File: src/rtl/core/cvs_pkg.sv
// ----------------------------------------------------------------------------
// cvs_pkg: shared types and constants of the Cyrillic Vigenere stream unit
// Alphabet bounds, status codes, the queue entry type and the letter map.
// ----------------------------------------------------------------------------
package cvs_pkg;

	// default number of key letters the key store holds
	localparam int KEY_MAX_DEF = 32;

	// depth of the queue between front and back
	localparam int Q_DEPTH = 2;

	// code points of the uppercase and lowercase alphabet bounds
	localparam logic [15:0] UPPER_A_CP  = 16'd1040;
	localparam logic [15:0] UPPER_YA_CP = 16'd1071;
	localparam logic [15:0] LOWER_A_CP  = 16'd1072;
	localparam logic [15:0] LOWER_YA_CP = 16'd1103;

	// uppercase A as an output letter code
	localparam logic [10:0] LETTER_BASE = 11'd1040;

	// item kinds
	localparam logic OP_KEY  = 1'b0;
	localparam logic OP_TEXT = 1'b1;

	// cipher mode
	localparam logic MODE_ENC = 1'b0;

	// result status codes
	localparam logic [2:0] ST_OK        = 3'd0;
	localparam logic [2:0] ST_BAD_KEY   = 3'd1;
	localparam logic [2:0] ST_BAD_TEXT  = 3'd2;
	localparam logic [2:0] ST_KEY_EMPTY = 3'd3;
	localparam logic [2:0] ST_KEY_LONG  = 3'd4;

	// one classified item as it waits in the queue
	typedef struct packed {
		logic       op;
		logic       first;
		logic       is_upper;
		logic       is_lower;
		logic [4:0] idx;
	} entry_t;

	// queue fill flags seen by both sides
	typedef struct packed {
		logic full;
		logic empty;
	} q_stat_t;

	// soft sign and hard sign trade places, yeru stays; the map is its own inverse
	function automatic logic [4:0] swap_soft_hard(input logic [4:0] u);
		logic [4:0] r;
		unique case (u)
			5'd26:   r = 5'd28;
			5'd28:   r = 5'd26;
			default: r = u;
		endcase
		return r;
	endfunction

endpackage

File: src/rtl/core/cyrillic_vigenere_stream_unit.sv
// ----------------------------------------------------------------------------
// cyrillic_vigenere_stream_unit: Vigenere cipher over a 32-letter alphabet
// Key and text characters in, one ciphered letter and status per item out.
// ----------------------------------------------------------------------------
// The unit takes one item per clock cycle while neither side stalls and gives
// one result beat per item. A result passes through the two-entry queue and
// then the output register that also holds the key store read data. Key
// items with op 0 append a letter to the key (first = 1 starts a new key);
// text items with op 1 are ciphered with the key letter at the running
// position (first = 1 starts a new message). Any status other than zero marks
// the message for dropping. The mode register selects encrypt (0) or decrypt
// (1); the user writes it only while the unit is idle, which the block itself
// does not enforce. The key store needs no clearing after reset.
module cyrillic_vigenere_stream_unit #(
	parameter int KEY_MAX = cvs_pkg::KEY_MAX_DEF
) (
	input  logic        clk,
	input  logic        arst_n,
	input  logic        cfg_wr_en,
	input  logic        cfg_wr_data,
	input  logic        in_valid,
	output logic        in_stall,
	input  logic        op,
	input  logic [15:0] code,
	input  logic        first,
	output logic        out_valid,
	input  logic        out_stall,
	output logic [10:0] letter_out,
	output logic [2:0]  status
);

	logic             mode_q;
	logic             push;
	logic             pop;
	cvs_pkg::entry_t  push_entry;
	cvs_pkg::entry_t  pop_entry;
	cvs_pkg::q_stat_t q_stat;

	// mode register
	always_ff @(posedge clk or negedge arst_n) begin
		if (!arst_n) begin
			mode_q <= cvs_pkg::MODE_ENC;
		end else if (cfg_wr_en) begin
			mode_q <= cfg_wr_data;
		end
	end

	cvs_front u_front (
		.in_valid   (in_valid),
		.in_stall   (in_stall),
		.op         (op),
		.code       (code),
		.first      (first),
		.q_stat     (q_stat),
		.push       (push),
		.push_entry (push_entry)
	);

	cvs_queue u_queue (
		.clk        (clk),
		.arst_n     (arst_n),
		.push       (push),
		.push_entry (push_entry),
		.pop        (pop),
		.pop_entry  (pop_entry),
		.q_stat     (q_stat)
	);

	cvs_back #(
		.KEY_MAX (KEY_MAX)
	) u_back (
		.clk        (clk),
		.arst_n     (arst_n),
		.mode       (mode_q),
		.q_valid    (!q_stat.empty),
		.e          (pop_entry),
		.pop        (pop),
		.out_valid  (out_valid),
		.out_stall  (out_stall),
		.letter_out (letter_out),
		.status     (status)
	);

endmodule

File: src/rtl/core/cvs_front.sv
// ----------------------------------------------------------------------------
// cvs_front: input side of the stream unit
// Accepts input beats, classifies the code point and pushes the entry.
// ----------------------------------------------------------------------------
module cvs_front (
	input  logic            in_valid,
	output logic            in_stall,
	input  logic            op,
	input  logic [15:0]     code,
	input  logic            first,
	input  cvs_pkg::q_stat_t q_stat,
	output logic            push,
	output cvs_pkg::entry_t push_entry
);

	logic [15:0] code_off;

	// hold the input while the queue has no room
	assign in_stall = q_stat.full;
	assign push     = in_valid && !q_stat.full;

	// both case ranges share the low five bits of the offset
	assign code_off = code - cvs_pkg::UPPER_A_CP;

	// classify the character
	always_comb begin
		push_entry.op       = op;
		push_entry.first    = first;
		push_entry.is_upper = (code >= cvs_pkg::UPPER_A_CP) && (code <= cvs_pkg::UPPER_YA_CP);
		push_entry.is_lower = (code >= cvs_pkg::LOWER_A_CP) && (code <= cvs_pkg::LOWER_YA_CP);
		push_entry.idx      = cvs_pkg::swap_soft_hard(code_off[4:0]);
	end

endmodule

File: src/rtl/core/cvs_queue.sv
// ----------------------------------------------------------------------------
// cvs_queue: short queue between front and back
// Holds classified entries so each side can stall on its own.
// ----------------------------------------------------------------------------
module cvs_queue (
	input  logic             clk,
	input  logic             arst_n,
	input  logic             push,
	input  cvs_pkg::entry_t  push_entry,
	input  logic             pop,
	output cvs_pkg::entry_t  pop_entry,
	output cvs_pkg::q_stat_t q_stat
);

	localparam int DEPTH = cvs_pkg::Q_DEPTH;
	localparam int PTR_W = (DEPTH > 1) ? $clog2(DEPTH) : 1;
	localparam int CNT_W = $clog2(DEPTH + 1);

	cvs_pkg::entry_t  slot_q [DEPTH];
	logic [PTR_W-1:0] wr_ptr_q;
	logic [PTR_W-1:0] rd_ptr_q;
	logic [CNT_W-1:0] count_q;

	assign q_stat.full  = (count_q == CNT_W'(DEPTH));
	assign q_stat.empty = (count_q == '0);
	assign pop_entry    = slot_q[rd_ptr_q];

	// store the pushed entry
	always_ff @(posedge clk) begin
		if (push) begin
			slot_q[wr_ptr_q] <= push_entry;
		end
	end

	// advance pointers and fill count
	always_ff @(posedge clk or negedge arst_n) begin
		if (!arst_n) begin
			wr_ptr_q <= '0;
			rd_ptr_q <= '0;
			count_q  <= '0;
		end else begin
			if (push) begin
				wr_ptr_q <= (wr_ptr_q == PTR_W'(DEPTH - 1)) ? '0 : wr_ptr_q + PTR_W'(1);
			end
			if (pop) begin
				rd_ptr_q <= (rd_ptr_q == PTR_W'(DEPTH - 1)) ? '0 : rd_ptr_q + PTR_W'(1);
			end
			priority if (push && !pop) begin
				count_q <= count_q + CNT_W'(1);
			end else if (pop && !push) begin
				count_q <= count_q - CNT_W'(1);
			end else begin
				count_q <= count_q;
			end
		end
	end

endmodule

File: src/rtl/core/cvs_back.sv
// ----------------------------------------------------------------------------
// cvs_back: execution side of the stream unit
// Updates key store, key count and key position, then ciphers the letter.
// ----------------------------------------------------------------------------
module cvs_back #(
	parameter int KEY_MAX = cvs_pkg::KEY_MAX_DEF
) (
	input  logic            clk,
	input  logic            arst_n,
	input  logic            mode,
	input  logic            q_valid,
	input  cvs_pkg::entry_t e,
	output logic            pop,
	output logic            out_valid,
	input  logic            out_stall,
	output logic [10:0]     letter_out,
	output logic [2:0]      status
);

	localparam int ADDR_W = (KEY_MAX > 1) ? $clog2(KEY_MAX) : 1;
	localparam int CNT_W  = $clog2(KEY_MAX + 1);

	logic [4:0]        key_mem [KEY_MAX];
	logic [CNT_W-1:0]  key_count_q;
	logic [ADDR_W-1:0] key_pos_q;

	logic              adv;
	logic [CNT_W-1:0]  cnt_base;
	logic [ADDR_W-1:0] pos_base;
	logic [ADDR_W-1:0] pos_use;
	logic [CNT_W-1:0]  pos_inc;
	logic [ADDR_W-1:0] pos_wrap;
	logic              key_letter;
	logic              text_letter;
	logic [CNT_W-1:0]  cnt_d;
	logic [ADDR_W-1:0] pos_d;
	logic [2:0]        status_d;
	logic              ok_d;
	logic              mem_we;
	logic              mem_re;

	logic              valid_s2;
	logic              ok_s2;
	logic              mode_s2;
	logic [4:0]        idx_s2;
	logic [4:0]        key_s2;
	logic [2:0]        status_s2;
	logic [4:0]        sum;

	// take an entry whenever the output stage is free or drains
	assign adv = !valid_s2 || !out_stall;
	assign pop = q_valid && adv;

	// key and position arithmetic for the entry at the head of the queue
	always_comb begin
		cnt_base    = e.first ? '0 : key_count_q;
		pos_base    = e.first ? '0 : key_pos_q;
		pos_use     = (CNT_W'(pos_base) >= key_count_q) ? '0 : pos_base;
		pos_inc     = CNT_W'(pos_use) + CNT_W'(1);
		pos_wrap    = (pos_inc >= key_count_q) ? '0 : pos_inc[ADDR_W-1:0];
		key_letter  = e.is_upper || e.is_lower;
		text_letter = e.is_upper || ((mode == cvs_pkg::MODE_ENC) && e.is_lower);

		cnt_d    = key_count_q;
		pos_d    = key_pos_q;
		status_d = cvs_pkg::ST_OK;
		ok_d     = 1'b0;
		mem_we   = 1'b0;
		mem_re   = 1'b0;

		if (pop) begin
			unique case (e.op)
				cvs_pkg::OP_KEY: begin
					priority if (!key_letter) begin
						cnt_d    = '0;
						status_d = cvs_pkg::ST_BAD_KEY;
					end else if (cnt_base >= CNT_W'(KEY_MAX)) begin
						cnt_d    = '0;
						status_d = cvs_pkg::ST_KEY_LONG;
					end else begin
						mem_we = 1'b1;
						cnt_d  = cnt_base + CNT_W'(1);
					end
				end
				cvs_pkg::OP_TEXT: begin
					pos_d = pos_base;
					priority if (key_count_q == '0) begin
						status_d = cvs_pkg::ST_KEY_EMPTY;
					end else if (!text_letter) begin
						status_d = cvs_pkg::ST_BAD_TEXT;
					end else begin
						ok_d   = 1'b1;
						mem_re = 1'b1;
						pos_d  = pos_wrap;
					end
				end
			endcase
		end
	end

	// key store write and registered read
	always_ff @(posedge clk) begin
		if (mem_we) begin
			key_mem[cnt_base[ADDR_W-1:0]] <= e.idx;
		end
		if (mem_re) begin
			key_s2 <= key_mem[pos_use];
		end
	end

	// key count, position and output valid
	always_ff @(posedge clk or negedge arst_n) begin
		if (!arst_n) begin
			key_count_q <= '0;
			key_pos_q   <= '0;
			valid_s2    <= 1'b0;
		end else begin
			key_count_q <= cnt_d;
			key_pos_q   <= pos_d;
			if (adv) begin
				valid_s2 <= pop;
			end
		end
	end

	// output stage payload
	always_ff @(posedge clk) begin
		if (pop) begin
			ok_s2     <= ok_d;
			mode_s2   <= mode;
			idx_s2    <= e.idx;
			status_s2 <= status_d;
		end
	end

	// add or subtract the key letter modulo 32 and map back
	assign sum        = (mode_s2 == cvs_pkg::MODE_ENC) ? idx_s2 + key_s2 : idx_s2 - key_s2;
	assign letter_out = ok_s2 ? cvs_pkg::LETTER_BASE + 11'(cvs_pkg::swap_soft_hard(sum)) : '0;
	assign status     = status_s2;
	assign out_valid  = valid_s2;

endmodule

File: config.mk
export PLATFORM = sky130hd
export DESIGN_NAME = cyrillic_vigenere_stream_unit
export DESIGN_NICKNAME = d
export VERILOG_FILES = /design/src/rtl/core/cvs_pkg.sv /design/src/rtl/core/cyrillic_vigenere_stream_unit.sv /design/src/rtl/core/cvs_front.sv /design/src/rtl/core/cvs_queue.sv /design/src/rtl/core/cvs_back.sv
export SDC_FILE = /design/constraint.sdc
export NUM_CORES = 1
export LEC_CHECK = 0
export ABC_AREA = 1
export BUFFER_PORTS_ARGS = -buffer_cell sky130_fd_sc_hd__buf_2
export CAP_MARGIN = 10
export CORE_UTILIZATION = 58
export CTS_BUF_LIST = sky130_fd_sc_hd__clkbuf_8
export DETAILED_ROUTE_END_ITERATION = 7
export PLACE_DENSITY_LB_ADDON = 0.05
export SLEW_MARGIN = 0
export SYNTH_ARGS = -nofsm -noshare
export SYNTH_HDL_FRONTEND = slang
export SYNTH_HIERARCHICAL = 1
export SYNTH_SLANG_ARGS = --single-unit
File: constraint.sdc
create_clock -name clk -period 8.72 [get_ports clk]
set_input_delay 0.872 -clock clk [delete_from_list [all_inputs] [get_ports clk]]
set_output_delay 0.872 -clock clk [all_outputs]
set_load 0.01 [all_outputs]
==> results of run 1 <==
## cell usage after synthesis, types with 2 or more instances
cell type | number | area [sq um]
nand2_1 | 202 | 758.2
edfxtp_1 | 193 | 5796
inv_1 | 185 | 694.4
nor2_1 | 138 | 518.0
nand3_1 | 108 | 540.5
nand4_1 | 44 | 275.3
buf_2 | 23 | 115.1
ha_1 | 22 | 275.3
dfrtp_1 | 17 | 425.4
a21oi_1 | 14 | 70.07
buf_4 | 12 | 90.09
o21ai_0 | 12 | 60.06
clkbuf_1 | 10 | 37.54
or2_2 | 10 | 62.56
mux2_4 | 9 | 135.1
inv_2 | 8 | 30.03
xor2_1 | 8 | 70.07
o21ai_1 | 7 | 35.03
buf_1 | 6 | 22.52
nor2_2 | 6 | 37.54
a22oi_1 | 5 | 37.54
xnor2_1 | 5 | 43.79
nand3_2 | 3 | 30.03
nor3_1 | 3 | 15.01
o22ai_1 | 3 | 18.77
nor4_1 | 2 | 12.51
## registers in the layout, indices dropped and copies added (netlist names)
| signal | cells |
|---|---|
| u_queue/slot_q | 18 |
| mode_q | 1 |
| u_back/idx_s2 | 5 |
| u_back/key_pos_q | 5 |
| u_back/out_valid | 1 |
| u_back/key_s2 | 5 |
| u_back/key_count_q | 6 |
| u_queue/count_q | 2 |
| u_back/mode_s2 | 1 |
| u_back/ok_s2 | 1 |
| u_queue/rd_ptr_q | 1 |
| u_back/key_mem | 160 |
| u_back/status | 3 |
| u_queue/wr_ptr_q | 1 |
## worst min path at each step
| stage | endpoint | slack [ns] | from | cells past startpoint |
|---|---|---|---|---|
| after floorplan | u_back/mode_s2 | 0.45 | mode_q | 0 |
| after global placement | u_queue/wr_ptr_q | 0.48 | u_queue/wr_ptr_q | 1 |
| after detailed placement | u_queue/wr_ptr_q | 0.49 | u_queue/wr_ptr_q | 1 |
| after CTS | u_back/key_pos_q[0] | 0.27 | arst_n | 1 |
| after global routing | u_back/key_pos_q[2] | 0.30 | arst_n | 1 |
| final | u_back/key_pos_q[0] | 0.27 | arst_n | 1 |
## critical path, cell delays in order (launching register included)
cell	delay [ns]
dfrtp_1	0.69
mux2_4	0.43
nor2_4	0.12
buf_4	0.65
inv_1	0.10
ha_1	0.29
inv_1	0.06
nand2_1	0.04
nand2_1	0.05
nand2_1	0.06
nand2_2	0.68
nand3_2	0.95
inv_2	0.67
nand3_1	0.15
xor2_1	0.25
ha_1	0.28
nand2_1	0.08
nor2_1	0.05
nor2_1	0.07
o311ai_0	0.12
nor2_1	0.29
nand2_1	0.10
a22oi_1	0.16
## layout make-up
cell class              count  area [sq um]  share of cell area
inverters                 193         724.4             0.06451
clock buffers              38         523.0             0.04657
clock inverters            28         153.9             0.01370
multi-input cells         616          3128              0.2786
flip-flops and latches    210          6221              0.5540
well taps                 225         281.5             0.02507
repair buffers             38         197.7             0.01760
## metal layers
metal	vias up	wire length [um]	GRT usage
li1	3538	-	-
met4	0	571	0.09863
met1	3366	10100	0.3759
met5	-	0	0
met2	303	10420	0.3969
met3	44	1945	0.06846
## cells by family (layout without fill, tap and decap cells)
family / count (synthesis) / after routing / share of synthesized area
AND/OR/NAND/NOR: 520 / 520 / 0.2221
buffers and inverters: 245 / 297 / 0.09686
flip-flops: 210 / 210 / 0.6020
AO/OA/AOI/OAI: 47 / 47 / 0.02603
adder cells (fa/ha/maj): 23 / 23 / 0.02857
XOR/XNOR: 13 / 13 / 0.01102
multiplexers: 9 / 9 / 0.01308
other: 1 / 4 / 0.0003629
## stage by stage
| stage | total power, mW | util | setup slack, ns | std cells |
|---|---|---|---|---|
| 6_report | 3.916 | 0.6470 | 2.222 | 1348 |
| 5_1_grt | 4.185 | 0.6470 | 1.575 | 1348 |
| 4_1_cts | 3.927 | 0.6470 | 2.296 | 1348 |
| 3_5_place_dp | 3.091 | 0.6080 | 2.308 | 1282 |
| 3_3_place_gp | 3.070 | 0.6080 | 2.507 | 1282 |
| 2_1_floorplan | 2.656 | - | 4.767 | 1071 |
## power by group through the flow
| stage | combinational [mW] | clock [mW] | sequential, mW |
|---|---|---|---|
| after floorplan | 1.29 | 0 | 1.37 |
| after global placement | 1.69 | 0 | 1.38 |
| after detailed placement | 1.71 | 0 | 1.39 |
| after CTS | 1.71 | 0.851 | 1.37 |
| after global routing | 1.92 | 0.893 | 1.37 |
| final | 1.72 | 0.830 | 1.36 |
==> flow_summary.yaml, run 1 <==
run_status:
  outcome: "complete, no violations"
finish:
  layout-drive-gt1-share: 0.1113
  antenna_cells: 0
  nets: 1142
  syn2layout_area_growth_pct: 8.669
  final_cell_mix: "202 x nand2_1, 198 x inv_1, 193 x edfxtp_1"
  mostFrequentLayoutCell: "nand2_1"
  fillerInstances: 1471
  finalInstanceArea_sq_um: 11230
sta:
  post-route-period-util: 0.7452
  whs_ns: 0.2715
  finalSetupViolations: 0
  period_needed_ns: 6.498
  setup-tns-final_ns: 0
  rsz0062_at_grt: "false"
  finalHoldViolCount: 0
  timing.fmax_ghz: 0.1539
  finClkSkew_ns: 0.03130
  relSlewSlack: 0.3701
  final_max_slew_viol_count: 0
  tightest_slew_ns: 0.9438
power:
  p_switching_mw: 1.665
  power.share.sequential: 0.348
  pwr-share-clk: 0.212
  p_leak_nw: 4.914
  power.internal_mw: 2.251
  p_comb_frac: 0.440
  p_per_area_nw_per_um2: 348.7
  peakVddDrop_mv: 0.2515
  netSwitchingFraction: 0.4252
synthesis:
  synthesis.area_sq_um: 10330
  ys_ff_latch: 210
  ys_seq_area_frac: 0.6020
  syn_area_per_cell_sq_um: 9.676
  synth_cells: 1068
  synth_cell_types: 39
  synth-main-ff-cell: "edfxtp_1"
  postSynth.asyncResetShare: 0.08095
  synth_edf_count: 193
  synth_warnings: 6
setup_path:
  crit_end: "u_back/key_pos_q[1]"
  crit_start: "u_queue/rd_ptr_q"
  r2r_cells: 22
  critPathRequiredTime_ns: 9.16
  worstPathArrival_ns: 6.94
  cp-start-kind: "flop"
  cp_max_fo: 85
  worstReg2RegStart: "u_queue/rd_ptr_q"
  reg2reg_slack_ns: 2.22
  rr_endpoint: "u_back/key_pos_q[1]"
  crit_type: "flop to flop"
  worstSetupEndpointType: "flop"
floorplanning:
  num_io_pins: 40
  die-area_sq_um: 18350
  start_util: 0.5954
  core-area_sq_um: 17360
  die_w_um: 135.5
  rows: 48
  fp.dieH_um: 135.5
grt:
  grt_antenna_before_repair: 0
  grt_pass1_wl_um: 36330
  overflow: 0
  grtUsageTotal: 0.2660
  grt_max_degree: 86
  grt_pass1_vias: 6810
drt:
  drcViolationCount: 0
  drt_wl_total_um: 23040
  first_iter_violations: 566
  final_antenna_net_count: 0
  wl_per_cell_um: 17.09
  via_per_inst: 5.379
  vias: 7251
  first_pass_iters: 5
clock_tree:
  cts.clk_slew.worst_paths_ns: 0.06
  cts-resized-gates: 0
  post_cts_buffers: 0
  cts_tree: "yes"
  cts_buffers: 36
  clock_path_buffers: 3
  cts.sinks: 210
  root_buffer: "clkbuf_8"
  clock_latency_ns: 0.54
  cts_hold_buffers: 0
  cts-htree-levels: 2
place:
  dp_hpwl_um: 14660
  place_area_sq_um: 10550
  numPortBuffers: 35
  gp_congestion: 0.8687
hold_path:
  hold_class: "input port to asynchronous set/reset pin"
flow_run:
  max-cap-violations: 0
Power figures use the tool's default switching activity.
==> run 2: changes to the inputs <==
==> constraint.sdc (replaced) <==
create_clock -name clk -period 5.5 [get_ports clk]
set_input_delay 0.55 -clock clk [delete_from_list [all_inputs] [get_ports clk]]
set_output_delay 0.55 -clock clk [all_outputs]
set_load 0.01 [all_outputs]
==> flow_summary.yaml, run 2 (same netlist as run 1, synthesis figures left out) <==
power:
  p_switching_mw: 2.637
  power.share.sequential: 0.347
  netSwitchingFraction: 0.4237
  p_per_area_nw_per_um2: 553.6
  pwr-share-clk: 0.207
  p_comb_frac: 0.445
  p_leak_nw: 4.908
  fin_total_pwr_mw: 6.225
  peakVddDrop_mv: 0.3227
  power.internal_mw: 3.588
grt:
  grt_max_degree: 85
  grt_pass1_wl_um: 34970
  busiest_layer: "met2"
  grt_pass1_vias: 6621
  grtUsageTotal: 0.2551
  grt_antenna_before_repair: 0
  grtUsageMet3: 0.05612
  grt.met2_usage: 0.4020
  overflow: 0
  met1_usage: 0.3515
sta:
  rsz0062_at_grt: "false"
  tightest_slew_ns: 0.8813
  period_needed_ns: 4.592
  setup-tns-final_ns: 0
  relSlewSlack: 0.4125
  final_max_slew_viol_count: 0
  finalSetupViolations: 0
  post-route-period-util: 0.8348
  finClkSkew_ns: 0.01789
  fin_ws_ns: 0.9084
  timing.fmax_ghz: 0.2178
  finalHoldViolCount: 0
run_status:
  outcome: "complete, no violations"
place:
  place_area_sq_um: 10590
  pre_cts_ws_ns: 0.9403
  dp.cells: 1287
  dp_hpwl_um: 13820
  numPortBuffers: 35
  gp_congestion: 0.8798
clock_tree:
  root_buffer: "clkbuf_8"
  post_cts_buffers: 0
  cts_hold_buffers: 1
  cts.sinks: 210
  clock_latency_ns: 0.51
  cts_tree: "yes"
  cts.clk_slew.worst_paths_ns: 0.06
  clock_path_buffers: 3
  cts-htree-levels: 2
  cts-resized-gates: 0
  cts_buffers: 36
finish:
  finalInstanceArea_sq_um: 11250
  layout-drive-gt1-share: 0.1165
  largest_reg_flops: 160
  fillerInstances: 1432
  instances_no_fill: 1349
  mostFrequentLayoutCell: "nand2_1"
  nets: 1148
  final_cell_mix: "202 x nand2_1, 193 x edfxtp_1, 190 x inv_1"
  antenna_cells: 0
  syn2layout_area_growth_pct: 8.827
setup_path:
  worstReg2RegStart: "u_queue/rd_ptr_q"
  worstPathArrival_ns: 5.01
  rr_endpoint: "u_back/key_pos_q[0]"
  cp_max_fo: 24
  reg2reg_slack_ns: 0.91
  crit_type: "flop to flop"
  worstSetupEndpointType: "flop"
  critPathRequiredTime_ns: 5.92
  r2r_cells: 20
  cp-start-kind: "flop"
floorplanning:
  rows: 48
  die_w_um: 135.5
  fp.dieH_um: 135.5
  core-area_sq_um: 17360
  start_util: 0.5954
  die-area_sq_um: 18350
  num_io_pins: 40
drt:
  drt_wl_total_um: 22120
  drcViolationCount: 0
  wl_per_cell_um: 16.40
  vias: 7091
  via_per_inst: 5.256
  first_iter_violations: 600
  final_antenna_net_count: 0
  first_pass_iters: 5
hold_path:
  hold_class: "input port to flop"
  min_from: "op"
  whs_path_depth: 1
  timing.hold.worst_endpoint: "u_queue/slot_q[0][8]"
flow_run:
  max-cap-violations: 0
## run 2: cell types whose count changed in the layout (fill, tap and decap cells not counted), sizes merged
cell,delta
dlygate4sd3,+1
inv,-11
clkinvlp,-1
buf,+5
clkinv,+7
## run 2: final cells by class
cell class                 count  area (sq um)  share of cell area
clock buffer                  38         523.0             0.04651
clock inverter                23         122.6             0.01090
inverter                     193         724.4             0.06442
multi-input combinational    616          3128              0.2781
sequential                   210          6221              0.5532
tap                          225         281.5             0.02503
timing repair buffer          44         245.2             0.02181
## run 2: stage by stage
step             util  hold WS [ns]
2_1_floorplan       -        0.2544
3_3_place_gp   0.6102        0.4778
3_5_place_dp   0.6102        0.4785
4_1_cts        0.6479        0.2014
5_1_grt        0.6479        0.2054
6_report       0.6479        0.2263
## run 2: worst max-delay path by stage
stage / cells after the start / slack (ns) / from / end
after floorplan: 26 / 1.55 / u_queue/rd_ptr_q / u_back/key_pos_q[4]
after global placement: 20 / 1.10 / u_queue/rd_ptr_q / u_back/key_pos_q[3]
after detailed placement: 20 / 0.94 / u_queue/rd_ptr_q / u_back/key_pos_q[4]
after CTS: 20 / 0.95 / u_queue/rd_ptr_q / u_back/key_pos_q[0]
after global routing: 20 / 0.59 / u_queue/rd_ptr_q / u_back/key_pos_q[4]
final: 20 / 0.91 / u_queue/rd_ptr_q / u_back/key_pos_q[0]
## run 2: metal layers
| layer | vias to the layer above | share of wire |
|---|---|---|
| met5 | - | 0 |
| met4 | 0 | 0.022 |
| met3 | 42 | 0.064 |
| met2 | 244 | 0.46 |
| met1 | 3256 | 0.45 |
| li1 | 3549 | - |
## run 2: critical path, cell delays in order, from the launching register on
cell and delay [ns]:
dfrtp_1 0.69, mux2_4 0.44, nor2_1 0.35, ha_1 0.31, nand2_1 0.06, nor2_1 0.05
nand2_2 0.41, buf_4 0.36, nand3_2 0.12, inv_2 0.09, ha_1 0.17, nand3_1 0.09
xor2_1 0.24, ha_1 0.27, nand2_1 0.08, nor2_1 0.05, nor2_1 0.08, o311ai_0 0.12
nor2_1 0.27, nand2_1 0.09, a22oi_1 0.16
## run 2: power groups by stage
stage / registers [mW] / logic [mW] / clock network (mW)
4_1_cts: 2.17 / 2.78 / 1.32
5_1_grt: 2.18 / 3.10 / 1.38
3_5_place_dp: 2.20 / 2.76 / 0
2_1_floorplan: 2.17 / 2.04 / 0
3_3_place_gp: 2.19 / 2.72 / 0
6_report: 2.16 / 2.77 / 1.29
